==> src/rtl/mbe_pkg.sv <==
// Shared register map constants for the escape-time block.
`timescale 1ns / 1ps
`default_nettype none
package mbe_pkg;

	typedef logic [1:0] reg_idx_t;

	localparam reg_idx_t REG_MAX_ITER = 2'd0;
	localparam reg_idx_t REG_START_RE = 2'd1;
	localparam reg_idx_t REG_START_IM = 2'd2;

	localparam logic [15:0] MAX_ITER_RESET = 16'd1000;

	localparam int QUEUE_DEPTH = 4;

endpackage
`default_nettype wire

==> src/rtl/mbe_if.sv <==
// Valid/ready channel interfaces for points and escape counts.
`timescale 1ns / 1ps
`default_nettype none
interface mbe_point_if #(
	parameter int DATA_WIDTH = 32
);
	logic                         valid;
	logic                         ready;
	logic signed [DATA_WIDTH-1:0] point_re;
	logic signed [DATA_WIDTH-1:0] point_im;

	modport source (output valid, output point_re, output point_im, input ready);
	modport sink (input valid, input point_re, input point_im, output ready);
endinterface

`default_nettype wire

==> src/rtl/mbe_front.sv <==
// Front end: accepts points and holds them in a short queue for the core.
`timescale 1ns / 1ps
`default_nettype none
module mbe_front
	import mbe_pkg::*;
#(
	parameter int DATA_WIDTH = 32
) (
	input  wire logic                    clk,
	input  wire logic                    arst_n,
	mbe_point_if.sink                    point,
	output logic                         q_valid,
	input  wire logic                    q_pop,
	output logic signed [DATA_WIDTH-1:0] q_re,
	output logic signed [DATA_WIDTH-1:0] q_im
);

	localparam int PW = $clog2(QUEUE_DEPTH);

	logic signed [DATA_WIDTH-1:0] re_q [QUEUE_DEPTH];
	logic signed [DATA_WIDTH-1:0] im_q [QUEUE_DEPTH];
	logic [PW-1:0]                wr_ptr_q;
	logic [PW-1:0]                rd_ptr_q;
	logic [PW:0]                  fill_q;
	logic                         push;
	logic                         pop;

	assign point.ready = (fill_q != (PW+1)'(QUEUE_DEPTH));
	assign push        = point.valid && point.ready;
	assign q_valid     = (fill_q != '0);
	assign pop         = q_pop && q_valid;

	always_ff @(posedge clk or negedge arst_n) begin
		if (!arst_n) begin
			wr_ptr_q <= '0;
			rd_ptr_q <= '0;
			fill_q   <= '0;
		end else begin
			if (push) begin
				wr_ptr_q <= wr_ptr_q + 1'b1;
			end
			if (pop) begin
				rd_ptr_q <= rd_ptr_q + 1'b1;
			end
			if (push && !pop) begin
				fill_q <= fill_q + 1'b1;
			end else if (pop && !push) begin
				fill_q <= fill_q - 1'b1;
			end
		end
	end

	always_ff @(posedge clk) begin
		if (push) begin
			re_q[wr_ptr_q] <= point.point_re;
			im_q[wr_ptr_q] <= point.point_im;
		end
	end

	assign q_re = re_q[rd_ptr_q];
	assign q_im = im_q[rd_ptr_q];

endmodule
`default_nettype wire

==> src/flat_wrapper.sv <==
// flat-port wrapper written by rule: the top's interface ports become plain ports
module mbe_front_flat import mbe_pkg::*;
#(
	parameter int DATA_WIDTH = 32
)
  (clk, arst_n, q_valid, q_pop, q_re, q_im, point_valid, point_point_re, point_point_im, point_ready);
  mbe_point_if #(.DATA_WIDTH(DATA_WIDTH)) point_i ();
  input  wire logic clk;
  input  wire logic arst_n;
  output logic q_valid;
  input  wire logic q_pop;
  output logic signed [DATA_WIDTH-1:0] q_re;
  output logic signed [DATA_WIDTH-1:0] q_im;
  input wire logic [$bits(point_i.valid)-1:0] point_valid;
  input wire logic [$bits(point_i.point_re)-1:0] point_point_re;
  input wire logic [$bits(point_i.point_im)-1:0] point_point_im;
  output wire logic [$bits(point_i.ready)-1:0] point_ready;
  assign point_i.valid = point_valid;
  assign point_i.point_re = point_point_re;
  assign point_i.point_im = point_point_im;
  assign point_ready = point_i.ready;
  mbe_front #(.DATA_WIDTH(DATA_WIDTH)) u_core (.clk(clk), .arst_n(arst_n), .point(point_i), .q_valid(q_valid), .q_pop(q_pop), .q_re(q_re), .q_im(q_im));
endmodule
==> config.mk <==
export PLATFORM = sky130hd
export DESIGN_NAME = mbe_front_flat
export DESIGN_NICKNAME = d
export VERILOG_FILES = /design/src/rtl/mbe_pkg.sv /design/src/rtl/mbe_if.sv /design/src/rtl/mbe_front.sv /design/src/flat_wrapper.sv
export SDC_FILE = /design/constraint.sdc
export NUM_CORES = 1
export LEC_CHECK = 0
export BUFFER_PORTS_ARGS = -buffer_cell sky130_fd_sc_hd__buf_2
export CAP_MARGIN = 30
export CORE_ASPECT_RATIO = 0.6
export CORE_MARGIN = 2
export CORE_UTILIZATION = 45
export CTS_BUF_LIST = sky130_fd_sc_hd__clkbuf_16
export DETAILED_ROUTE_END_ITERATION = 16
export HOLD_SLACK_MARGIN = 0.05
export PLACE_DENSITY = 0.74
export SLEW_MARGIN = 20
export SYNTH_ARGS = -nofsm -noshare
export SYNTH_HDL_FRONTEND = slang
export SYNTH_SLANG_ARGS = --single-unit
==> constraint.sdc <==
create_clock -name clk -period 4.96 [get_ports clk]
set_clock_uncertainty 0.2 [all_clocks]
set_input_delay 0.496 -clock clk [delete_from_list [all_inputs] [get_ports clk]]
set_output_delay 0.496 -clock clk [all_outputs]
set_load 0.005 [all_outputs]
## After elaboration in Yosys (flattened, before gate mapping)

Memory sizes are Yosys's and may differ from the RTL's.
Cells that the tools add are included.

- Output and inout port bits: 66
- RAM bits: 256
- Memories: 2
- Latch bits: 0
- Register bits: 7
- ROM bits: 0
- Word-level logic and storage cells: 22
- Input bits: 68

- Add/subtract/negate cells: 4
- Multipliers: 0
- Reductions and logical operators: 8
- Mux-type cells: 4
- Equal/unequal tests: 1
- Magnitude comparators: 0
- Shift operators: 0
- Divide/modulo/power cells: 0
- Bitwise logic cells: 0

Memory list:

| name | words | bits a word | read ports | clocked after memory_dff | wr ports | RTL line | RTL |
|---|---|---|---|---|---|---|---|
| u_core.im_q | 4 | 32 | 1 | 0 | 1 | mbe_front.sv:21 | `logic signed [DATA_WIDTH-1:0] im_q [QUEUE_DEPTH];` |
| u_core.re_q | 4 | 32 | 1 | 0 | 1 | mbe_front.sv:20 | `logic signed [DATA_WIDTH-1:0] re_q [QUEUE_DEPTH];` |

Operators by type and width:

| cell | count |
|---|---|
| 3-bit 2-to-1 mux | 2 |
| 2-bit by 1-bit adder with 2-bit output, second input constant | 2 |
| 1-bit logical AND | 4 |
| 3-bit by 1-bit adder with 3-bit output, second input constant | 1 |
| 3-bit inequality test, second input constant | 1 |
| 3-bit nonzero test | 1 |
| 3-bit by 1-bit subtractor with 3-bit output, second input constant | 1 |
| 1-bit zero test | 2 |
| 1-bit 2-to-1 mux | 2 |
| 2-bit nonzero test | 1 |

## Depth between registers and ports, before layout

- Word-level depth: 6
- Gate-level depth with buffers: 8
- Mapped depth without buffers: 8

## Least setup slack after synthesis

No wires, ideal clock.

- Path kind: input-to-reg
- Start point: input port point_valid
- End point: memory u_core.im_q[0][0] (enable)
- Path slack: 2.027 ns
- Buffers on the path: 0
- Data required time: 4.331 ns
- Arrival time: 2.305 ns
- Stages on the path: 2
- Library setup time: 0.429 ns
- Cells stage by stage: a21boi_2 and2_1

- Cells in the longest elaborated chain, start to end: 3

RTL lines:

| item | RTL line | RTL |
|---|---|---|
| start, declared | flat_wrapper.sv:14 | `input wire logic [$bits(point_i.valid)-1:0] point_valid;` |
| 1-bit logical AND | mbe_front.sv:29 | `assign push = point.valid && point.ready;` |
| 1-bit 2-to-1 mux | mbe_front.sv:54 | `if (push) begin` |
| 1-bit 2-to-1 mux (not written as such) | mbe_front.sv:56 | `im_q[wr_ptr_q] <= point.point_im;` |
| end, declared | mbe_front.sv:21 |  |

Every way passes these cells.

## Worst setup path in the final report

- Start point: register u_core.rd_ptr_q[0]
- End point: output port q_im[9]

- Cells in the longest elaborated chain, start to end: 1

RTL lines:

| item | RTL line | RTL |
|---|---|---|
| start, declared | mbe_front.sv:23 | `logic [PW-1:0] rd_ptr_q;` |
| start signal, assigned | mbe_front.sv:43 | `rd_ptr_q <= rd_ptr_q + 1'b1;` |
| memory 4 x 32 bit | n/a |  |
| end, declared | flat_wrapper.sv:13 | `output logic signed [DATA_WIDTH-1:0] q_im;` |

Every way passes these cells.

==> results.yml <==
status:
  status: "completed"
global_routing:
  track_usage_pct: 15.7
  grt_pass1_wl_mm: 27.0
  grt_max_degree: 66
  grt_pass1_vias: 4787
  grt_overflow: 0
  antenna_found_initial: 0
setup_path:
  r2r-start: "u_core.fill_q[0]$_DFFE_PN0P_"
  crit_end: "q_im[9]"
  cp-end-kind: "primary output"
  cp_max_fo: 31
  reg2reg_depth: 8
  crit_path_max_incr_delay_ns: 0.71
  path_cells: "buf_16, buf_4, mux4_2, buf_2"
  crit_arrival_ns: 2.62
  crit_slowest_cell: "dfrtp_4"
  critPathRequiredTime_ns: 4.26
  startpoint: "u_core.rd_ptr_q[0]$_DFFE_PN0P_"
  path_class: "reg -> out"
  startpoint_type: "flip-flop"
  r2r_slack_ns: 2.49
  r2r_end: "u_core.fill_q[2]$_DFFE_PN0P_"
run:
  cap_violations: 0
power:
  ir_drop_mv: 0.383
  swShare_pct: 26.7
  powerDensity_nw_per_um2: 568
  sequentialPowerShare_pct: 46.5
  p_sw_uw: 1850
  p_clk_share_pct: 28.3
  intPower_uw: 5080
  pwr-share-comb_pct: 25.1
  p_leak_uw: 0.00422
cts:
  cts.sinks: 263
  clock_latency_ns: 0.51
  clk_pin_slew_ns: 0.06
  clockBufferDepth: 3
  cts_root_buf: "clkbuf_16"
  cts.repair.resized: 0
  cts_buffers: 24
  h-tree-depth: 1
  cts_tree: "done"
sta:
  relSlewSlack_pct: 34.4
  post-route-worst-setup-slack_ns: 1.65
  max_freq_mhz: 302
  fin_tns_setup_ns: 0
  period_needed_ns: 3.31
  whs_ns: 0.0932
  setup_violations: 0
  final_hold_viol_count: 0
  rsz0062_at_grt: "no"
  slew_violations: 0
  worst_pin_slew_ns: 0.984
  period_share_pct: 66.8
drt:
  wl_mm: 17.6
  vias: 4517
  wl_per_cell_microns: 20.0
  firstDrtPassIters: 4
  antenna_left: 0
  drc_errors: 0
  drt_iter0_drc: 307
  avgViaCountPerCell: 5.13
synthesis:
  avgSynthCellArea_sq_um: 26.1
  synthSimpleGateAreaFrac_pct: 0.532
  synth_area_sq_um: 9640
  synthMuxAreaShare_pct: 15.2
  ys_types: 19
  synth-compound-area-share_pct: 0.117
  synthAdderAreaFrac_pct: 0.857
  netlist_instances: 369
  synth_nets: 443
  synth_seq_cells: 263
  synth_top_family_by_area: "multiplexers"
  synthXorXnorAreaFrac_pct: 0.545
  ys_seq_area_share_pct: 81.6
  yosys_warnings: 0
floorplan:
  initial_core_util_pct: 45.8
  io_pins: 134
  core_area_sq_um: 21000
  fp.dieH_microns: 117
  dieWidth_microns: 193
  num_rows: 41
  die-area_sq_um: 22600
min_path:
  min-delay-start: "q_pop"
  hold_class: "in -> reg"
layout:
  nets: 659
  multi_input_area_sq_um: 1670
  seq_area_sq_um: 7870
  drive_gt1_share_pct: 41.7
  syn_to_final_growth_pct: 26.5
  diodes: 0
  fin_area_sq_um: 12200
  final_util_pct: 58.0
  num-fill-cells: 1519
placed_design:
  io_buffers: 133
  place_ws_ns: 2.08
  place_area_sq_um: 10600
  post-dp-hpwl_mm: 10.1
  place_congestion: 0.751
[area by class of cell]
type	count	area share, %
flip-flops and latches	263	64.6
multi-input cells	89	13.7
repair buffers	204	11.7
clock buffers	25	5.13
well taps	279	2.86
clock inverters	18	1.91
inverters	3	0.0924
[stage by stage]
stage / power, uW / std cells
after floorplan: 4280 / 369
after global placement: 4870 / 768
after detailed placement: 4980 / 769
after CTS: 6990 / 877
after global routing: 7280 / 881
final: 6930 / 881
[timing repair]
item,CTS,global route
hold buffers,65,0
buffers inserted,0,0
endpoints found under the hold margin,263,0
[power groups by stage]
stage	clock network [uW]	logic (uW)	registers, uW
floorplan	0	1200	3080
global placement	0	1550	3320
detailed placement	0	1690	3290
CTS	2000	1740	3240
global route	2100	1900	3270
finish	1960	1740	3220
[cells in the mapped netlist (all sizes together)]
master,count,area share (%)
edfxtp,256,80
mux4,64,15
buf,13,1.1
dfrtp,7,1.8
ha,5,0.65
and2,4,0.26
xnor2,4,0.36
inv,3,0.12
mux2,2,0.23
nand2,2,0.078
nor2,2,0.078
xor2,2,0.18
a21boi,1,0.12
clkbuf,1,0.039
fa,1,0.21
nand3,1,0.052
or3,1,0.065
[worst max-delay path, delay by kind of cell (launching register included)]
kind / cells / cell delay [ns]
buf+inv: 3 / 0.82
flops: 1 / 0.71
mux: 1 / 0.56
[placed cells by master (no fill, tap or decap), drive strengths merged]
cell type      n
xnor2          4
mux4          64
clkinv         8
nand2          2
bufinv         5
ha             5
xor2           2
a21boi         1
and2           4
inv            6
clkinvlp       2
dlygate4sd3   65
or3            1
nor2           2
mux2           2
fa             1
clkbuf        25
dfrtp          7
buf          139
nand3          1
edfxtp       256
[logic make-up (layout without fill, tap and decap cells)]
group / after synthesis / in the layout
multiplexers: 66 / 66
AND/OR/NAND/NOR: 10 / 10
XOR/XNOR: 6 / 6
AO/OA/AOI/OAI: 1 / 1
adder cells (fa/ha/maj): 6 / 6
flip-flops: 263 / 263
buffers and inverters: 17 / 250
[how the worst min path moves through the flow]
stage                                     end  cells after the start
2_1_floorplan    u_core.fill_q[0]$_DFFE_PN0P_                      0
3_3_place_gp     u_core.fill_q[2]$_DFFE_PN0P_                      1
3_5_place_dp     u_core.fill_q[2]$_DFFE_PN0P_                      1
4_1_cts        u_core.rd_ptr_q[1]$_DFFE_PN0P_                      3
5_1_grt        u_core.rd_ptr_q[1]$_DFFE_PN0P_                      3
6_report       u_core.rd_ptr_q[1]$_DFFE_PN0P_                      3
[registers in the layout, indices dropped and copies added, names as in the netlist]
signal           flops
u_core.im_q        128
u_core.wr_ptr_q      2
u_core.re_q        128
u_core.rd_ptr_q      2
u_core.fill_q        3
[layer usage]
layer	part of all wire, %	GRT usage, %
met5	0	0
met4	1.9	3.31
met1	45	23.2
met3	7.0	3.83
met2	46	24.1
(Power assumes the default switching activity.)
