**config.mk**
```make
export PLATFORM = sky130hd
export DESIGN_NAME = mbe_regs
export DESIGN_NICKNAME = d
export VERILOG_FILES = /design/src/rtl/mbe_pkg.sv /design/src/rtl/mbe_regs.sv
export SDC_FILE = /design/constraint.sdc
export NUM_CORES = 1
export LEC_CHECK = 0
export BUFFER_PORTS_ARGS = -buffer_cell sky130_fd_sc_hd__buf_4
export CAP_MARGIN = 20
export CORE_MARGIN = 2
export CORE_UTILIZATION = 52
export DETAILED_ROUTE_END_ITERATION = 7
export GPL_ROUTABILITY_DRIVEN = 0
export GPL_TIMING_DRIVEN = 0
export HOLD_SLACK_MARGIN = 0.03
export PLACE_DENSITY = 0.92
export SKIP_LAST_GASP = 1
export SLEW_MARGIN = 20
export SYNTH_ARGS = -nofsm -noshare
export SYNTH_HDL_FRONTEND = slang
export SYNTH_SLANG_ARGS = --single-unit
export TNS_END_PERCENT = 50
```
**constraint.sdc**
```tcl
create_clock -name clk -period 2.8 [get_ports clk]
set_clock_uncertainty 0.05 [all_clocks]
set_input_delay 0.56 -clock clk [delete_from_list [all_inputs] [get_ports clk]]
set_output_delay 0.56 -clock clk [all_outputs]
set_load 0.02 [all_outputs]
```
**src/rtl/mbe_pkg.sv**
```systemverilog
// Shared register map constants for the escape-time block.
`timescale 1ns / 1ps
`default_nettype none
package mbe_pkg;

	typedef logic [1:0] reg_idx_t;

	localparam reg_idx_t REG_MAX_ITER = 2'd0;
	localparam reg_idx_t REG_START_RE = 2'd1;
	localparam reg_idx_t REG_START_IM = 2'd2;

	localparam logic [15:0] MAX_ITER_RESET = 16'd1000;

	localparam int QUEUE_DEPTH = 4;

endpackage
`default_nettype wire

```
**src/rtl/mbe_regs.sv**
```systemverilog
// APB configuration registers: iteration limit and start value.
`timescale 1ns / 1ps
`default_nettype none
module mbe_regs
	import mbe_pkg::*;
#(
	parameter int DATA_WIDTH  = 32,
	parameter int COUNT_WIDTH = 16,
	parameter int PDW         = 32,
	parameter int PAW         = 4
) (
	input  wire logic                         clk,
	input  wire logic                         arst_n,
	input  wire logic                         psel,
	input  wire logic                         penable,
	input  wire logic                         pwrite,
	input  wire logic [PAW-1:0]               paddr,
	input  wire logic [PDW-1:0]               pwdata,
	output logic      [PDW-1:0]               prdata,
	output logic                              pready,
	output logic      [COUNT_WIDTH-1:0]       max_iter,
	output logic signed [DATA_WIDTH-1:0]      start_re,
	output logic signed [DATA_WIDTH-1:0]      start_im
);

	reg_idx_t                     idx;
	logic                         wr_en;
	logic [COUNT_WIDTH-1:0]       max_iter_q;
	logic signed [DATA_WIDTH-1:0] start_re_q;
	logic signed [DATA_WIDTH-1:0] start_im_q;

	assign idx    = paddr[PAW-1:PAW-2];
	assign wr_en  = psel && penable && pwrite;
	assign pready = 1'b1;

	always_ff @(posedge clk or negedge arst_n) begin
		if (!arst_n) begin
			max_iter_q <= COUNT_WIDTH'(MAX_ITER_RESET);
			start_re_q <= '0;
			start_im_q <= '0;
		end else if (wr_en) begin
			unique case (idx)
				REG_MAX_ITER: max_iter_q <= COUNT_WIDTH'(pwdata[15:0]);
				REG_START_RE: start_re_q <= pwdata[DATA_WIDTH-1:0];
				REG_START_IM: start_im_q <= pwdata[DATA_WIDTH-1:0];
				default: ;
			endcase
		end
	end

	always_comb begin
		unique case (idx)
			REG_MAX_ITER: prdata = PDW'(max_iter_q);
			REG_START_RE: prdata = PDW'(unsigned'(start_re_q));
			REG_START_IM: prdata = PDW'(unsigned'(start_im_q));
			default:      prdata = '0;
		endcase
	end

	assign max_iter = max_iter_q;
	assign start_re = start_re_q;
	assign start_im = start_im_q;

endmodule
`default_nettype wire

```
======== After elaboration in Yosys (flattened, before gate mapping) ========
Index checks and enable logic that the tools add are counted.
word-level totals
  register bits ........................... 80
  input bits .............................. 41
  word-level logic and storage cells ...... 12
cells by class
  equal/unequal tests ..................... 2
  muxes and demuxes ....................... 1
  reduce and logical (&&, ||, !) cells .... 6
operators with widths
  operator                                              number
  one-hot mux 32 bit (3 select lines)                   1
  AND reduction 2 bit                                   3
  equality test 2 x 1 -> 1 bit (second input constant)  1
  equality test 2 bit (second input constant)           1
  logical AND 1 bit                                     2
  zero test 2 bit                                       1

======== Longest topological paths before layout ========
  depth after elaboration ................. 3
  mapped depth ............................ 6
  gate-level depth less buffers ........... 3

======== Worst setup path after synthesis ========
No wires, ideal clock.
  kind .................................... input to output
  from .................................... input port paddr[2]
  to ...................................... output port prdata[11]
  arrival time ............................ 1.664 ns
  slack ................................... 0.526 ns
  stages on the path ...................... 4
  buffers on the path ..................... 2
  cell sequence ........................... buf_2 buf_2 mux2i_1 o21ai_0
between the ends
  word-level cells in the longest chain between the ends .. 2
RTL lines
  item                                         line            text
  start, declared                              mbe_regs.sv:17  input wire logic [PAW-1:0] paddr,
  equality test 2 bit (tied with other cells)  mbe_regs.sv:52  unique case (idx)
  one-hot mux 32 bit (3 select lines) (*)      mbe_regs.sv:52
  end, declared                                mbe_regs.sv:19  output logic [PDW-1:0] prdata,
Mark *: on every way between the ends. The rest lies on a longest branch, timed or not.

======== Worst setup path after layout ========
  from .................................... input port paddr[3]
  to ...................................... output port prdata[21]
The elaborated chain is that of the path after synthesis.

==> impl_metrics.prom <==
# TYPE chip_impl_metric gauge
chip_impl_metric{name="clk_latency_worst_skew_pair",unit="ns"} 0.33
chip_impl_metric{name="drt_pass_1_iters",unit=""} 4
chip_impl_metric{name="layout-drive-gt1-share",unit="%"} 64.66
chip_impl_metric{name="die_span_x",unit="um"} 88.10
chip_impl_metric{name="timing.reg2reg.worst_path_depth",unit=""} 1
chip_impl_metric{name="synth.lib_cells_used.distinct",unit=""} 19
chip_impl_metric{name="via_count_of_the_first_global_routing_pass",unit=""} 2811
chip_impl_metric{name="post_drt_wl_per_cell",unit="um"} 18.57
chip_impl_metric{name="power.density",unit="nW/um^2"} 797.4
chip_impl_metric{name="tritoncts.num_buffers",unit=""} 9
chip_impl_info{name="critical_path.startpoint_type",value="input port"} 1
chip_impl_metric{name="cts_post_setup_buffers_inserted",unit=""} 0
chip_impl_info{name="critical_path.reg2reg.startpoint",value="start_im[3]$_DFFE_PN0P_"} 1
chip_impl_metric{name="antenna_found_initial",unit=""} 0
chip_impl_metric{name="finalSetupViolations",unit=""} 0
chip_impl_metric{name="grt_first_pass_wirelength",unit="um"} 14660
chip_impl_metric{name="post_cts_hold_buffer_count",unit=""} 0
chip_impl_info{name="tritoncts",value="yes"} 1
chip_impl_metric{name="htree_num_levels",unit=""} 3
chip_impl_metric{name="clk_path_buf_depth",unit=""} 2
chip_impl_metric{name="start_util",unit="%"} 53.83
chip_impl_metric{name="syn2layout_area_growth",unit="%"} 39.44
chip_impl_info{name="hold_class",value="input port to async pin"} 1
chip_impl_info{name="critical_path.top_delay_family",value="buffers and inverters"} 1
chip_impl_metric{name="proportion_of_synthesized_chip_area_in_sequential_cells",unit="%"} 54.64
chip_impl_metric{name="multi_input_combinational_cell_area",unit="sq um"} 1511
chip_impl_metric{name="yosys_register_bits",unit=""} 80
chip_impl_metric{name="clk_pin_slew",unit="ns"} 0.07
chip_impl_metric{name="max_clock_freq",unit="MHz"} 392.2
chip_impl_metric{name="final_layout_fill_cell_count",unit=""} 485
chip_impl_info{name="yosys-top-cells-area",value="sky130_fd_sc_hd__dfrtp_1, sky130_fd_sc_hd__mux2_2, sky130_fd_sc_hd__mux2_4"} 1
chip_impl_metric{name="ioPinCount",unit=""} 154
chip_impl_info{name="cp_slowest_cell",value="sky130_fd_sc_hd__clkbuf_1"} 1
chip_impl_info{name="synth_common_cells",value="sky130_fd_sc_hd__dfrtp_1, sky130_fd_sc_hd__mux2_2, sky130_fd_sc_hd__mux2_4"} 1
chip_impl_metric{name="post-place-ws",unit="ns"} 0.05490
chip_impl_metric{name="die-area",unit="sq um"} 7761
chip_impl_info{name="yosysTopAreaCell",value="sky130_fd_sc_hd__dfrtp_1"} 1
chip_impl_metric{name="route.detailed.drc",unit=""} 0
chip_impl_metric{name="number_of_violations_reported_at_the_end_of_detailed_routing_iteration_0",unit=""} 95
chip_impl_metric{name="finalWirelength",unit="um"} 9510
chip_impl_metric{name="synth.cell_area",unit="sq um"} 3677
chip_impl_metric{name="post_synth_edffs",unit=""} 0
chip_impl_metric{name="internal_power",unit="W"} 0.002658
chip_impl_metric{name="share_clk_of_total_power",unit="%"} 20.9
chip_impl_metric{name="grt_remaining_overflow",unit=""} 0
chip_impl_metric{name="seqCellArea",unit="sq um"} 2009
chip_impl_metric{name="worst_margin_pin_slew",unit="ns"} 0.7245
chip_impl_info{name="clock-root-buffer",value="sky130_fd_sc_hd__clkbuf_8"} 1
chip_impl_info{name="crit_chain",value="buf_4 > nor2b_1 > clkbuf_1 > clkbuf_1 > a22o_1 > buf_4"} 1
chip_impl_metric{name="comb_pwr_share",unit="%"} 38.1
chip_impl_metric{name="cellLeakagePower",unit="nW"} 2.597
chip_impl_metric{name="synth.net_count",unit=""} 291
chip_impl_metric{name="peakVddDrop",unit="mV"} 0.4986
chip_impl_metric{name="cp.required",unit="ns"} 2.19
chip_impl_info{name="reg2reg_to",value="start_im[3]$_DFFE_PN0P_"} 1
chip_impl_metric{name="place.detailed.instances",unit=""} 496
chip_impl_metric{name="period_share",unit="%"} 91.06
chip_impl_metric{name="antenna_cells_inserted",unit=""} 0
chip_impl_metric{name="slew_headroom",unit="%"} 51.70
chip_impl_info{name="synth-main-ff-cell",value="sky130_fd_sc_hd__dfrtp_1"} 1
chip_impl_metric{name="core_region_area",unit="sq um"} 6832
chip_impl_metric{name="final.setup.worst_slack",unit="ns"} 0.2503
chip_impl_metric{name="synth_async_reset_ratio",unit="%"} 100.0
chip_impl_metric{name="finalHoldViolations",unit=""} 0
chip_impl_info{name="synth_most_common_cell",value="sky130_fd_sc_hd__dfrtp_1"} 1
chip_impl_metric{name="netSwitchingPower",unit="W"} 0.001430
chip_impl_metric{name="dr_total_vias",unit=""} 2722
chip_impl_metric{name="critPathBufInv",unit=""} 4
chip_impl_metric{name="post_synth_inst_count",unit=""} 250
chip_impl_info{name="grt_setup_unrepaired",value="no"} 1
chip_impl_metric{name="cp_data_arrival_time",unit="ns"} 1.94
chip_impl_metric{name="placement.cell_area",unit="sq um"} 4923
chip_impl_metric{name="synthesis.yosys.warnings",unit=""} 0
chip_impl_metric{name="numPortBuffers",unit=""} 150
chip_impl_metric{name="grt_use_total",unit="%"} 24.85
chip_impl_metric{name="hpwl",unit="um"} 6925
chip_impl_metric{name="post_route_non_filler_standard_cell_count",unit=""} 512
chip_impl_metric{name="setup_tns_final",unit="ns"} 0
chip_impl_metric{name="maximum_fanout_along_the_worst_path",unit=""} 10
chip_impl_metric{name="switching_share",unit="%"} 34.99
chip_impl_info{name="critical_path_class",value="input port to primary output"} 1
chip_impl_metric{name="delay_of_the_slowest_cell_on_the_worst_path",unit="ns"} 0.47
chip_impl_metric{name="finalWorstPathRequiredPeriod",unit="ns"} 2.550
chip_impl_info{name="run_status",value="finished, final reports clean"} 1
chip_impl_metric{name="cts.sinks",unit=""} 80
chip_impl_metric{name="die_h",unit="um"} 88.10
chip_impl_metric{name="detail-route-antenna-nets",unit=""} 0
chip_impl_metric{name="maxcap_violations",unit=""} 0
chip_impl_metric{name="via_per_inst",unit=""} 5.316
chip_impl_metric{name="avgSynthCellArea",unit="sq um"} 14.71
chip_impl_metric{name="post-synth-top-area-fraction",unit="%"} 50.36
chip_impl_metric{name="post-route-cell-area",unit="sq um"} 5127
chip_impl_metric{name="r2r_setup_slack",unit="ns"} 1.93
chip_impl_metric{name="placement_rows",unit=""} 30
chip_impl_metric{name="seq_power_share",unit="%"} 41.0
chip_impl_metric{name="grt_start_max_net_pins",unit=""} 81
chip_impl_info{name="end_kind",value="primary output"} 1
chip_impl_metric{name="slew_violations",unit=""} 0
chip_impl_metric{name="nets",unit=""} 452
-- per-layer routing --
metal | routed length [um] | up-vias | GRT usage (%) | part of all wire (%)
met5 | 0 | - | 0 | 0
met4 | 155 | 0 | 8.953 | 1.6
met3 | 310 | 14 | 3.393 | 3.3
met2 | 5084 | 86 | 42.91 | 53
met1 | 3959 | 1404 | 32.17 | 42
li1 | - | 1218 | - | -
-- flip-flops by register name, summed over array words and instances, names as in the netlist --
register / cells
max_iter: 16
start_re: 32
start_im: 32
-- power groups by stage --
stage / sequential, W / combinational [W] / clock (W)
after floorplan: 0.00198 / 0.000523 / 0
after global placement: 0.00168 / 0.00152 / 0
after detailed placement: 0.00169 / 0.00157 / 0
after CTS: 0.00167 / 0.00157 / 0.000871
after global routing: 0.00171 / 0.00164 / 0.000912
final: 0.00168 / 0.00156 / 0.000853
-- through the flow --
stage	power [W]	util, %	hold slack, ns
2_1_floorplan	0.002504	-	0.2144
3_3_place_gp	0.003201	72.07	0.4709
3_5_place_dp	0.003264	72.07	0.4728
4_1_cts	0.004118	74.98	0.3735
5_1_grt	0.004270	75.05	0.2632
6_report	0.004089	75.05	0.2141
-- cells in the final DEF, fill, tap and decap left out, types with 2 or more instances in the layout --
cell type and count:
sky130_fd_sc_hd__buf_4 153, sky130_fd_sc_hd__buf_6 3, sky130_fd_sc_hd__clkbuf_8 10, sky130_fd_sc_hd__clkinvlp_4 3
sky130_fd_sc_hd__buf_12 3, sky130_fd_sc_hd__mux2_4 30, sky130_fd_sc_hd__dfrtp_1 74, sky130_fd_sc_hd__dfstp_2 6
sky130_fd_sc_hd__nor2b_1 2, sky130_fd_sc_hd__mux2i_1 16, sky130_fd_sc_hd__nand2_1 16, sky130_fd_sc_hd__clkbuf_1 5
sky130_fd_sc_hd__mux2_2 50, sky130_fd_sc_hd__o21ai_0 16, sky130_fd_sc_hd__a22o_1 16, sky130_fd_sc_hd__buf_2 5
-- cells by family after synthesis --
| family | after synthesis | synth area share (%) |
|---|---|---|
| compound gates | 32 | 5.988 |
| simple gates | 22 | 3.096 |
| other cells | 1 | 0.1020 |
| flops | 80 | 54.64 |
| mux | 96 | 31.92 |
| buf+inv | 19 | 4.253 |
-- layout make-up --
class / count / share of cell area (%)
Clock inverter: 5 / 1.122
Timing Repair Buffer: 150 / 22.04
Tap cell: 96 / 2.343
Buffer: 19 / 3.075
Sequential cell: 80 / 39.19
Clock buffer: 11 / 2.757
Multi-Input combinational cell: 151 / 29.48
-- worst max path at each step --
stage	end	cells after the start	start	slack, ns
floorplan	prdata[11]	4	paddr[2]	0.53
global placement	prdata[11]	8	paddr[3]	0.13
detailed placement	prdata[11]	8	paddr[3]	0.05
CTS	prdata[13]	8	paddr[3]	0.05
global route	prdata[21]	6	paddr[3]	0.10
finish	prdata[21]	6	paddr[3]	0.25
-- repair_timing --
item	4_1_cts	5_1_grt
endpoints found under the hold margin	0	0
gates resized for setup	0	2
endpoints found under the setup margin	0	10
Power figures use the tool's default switching activity.
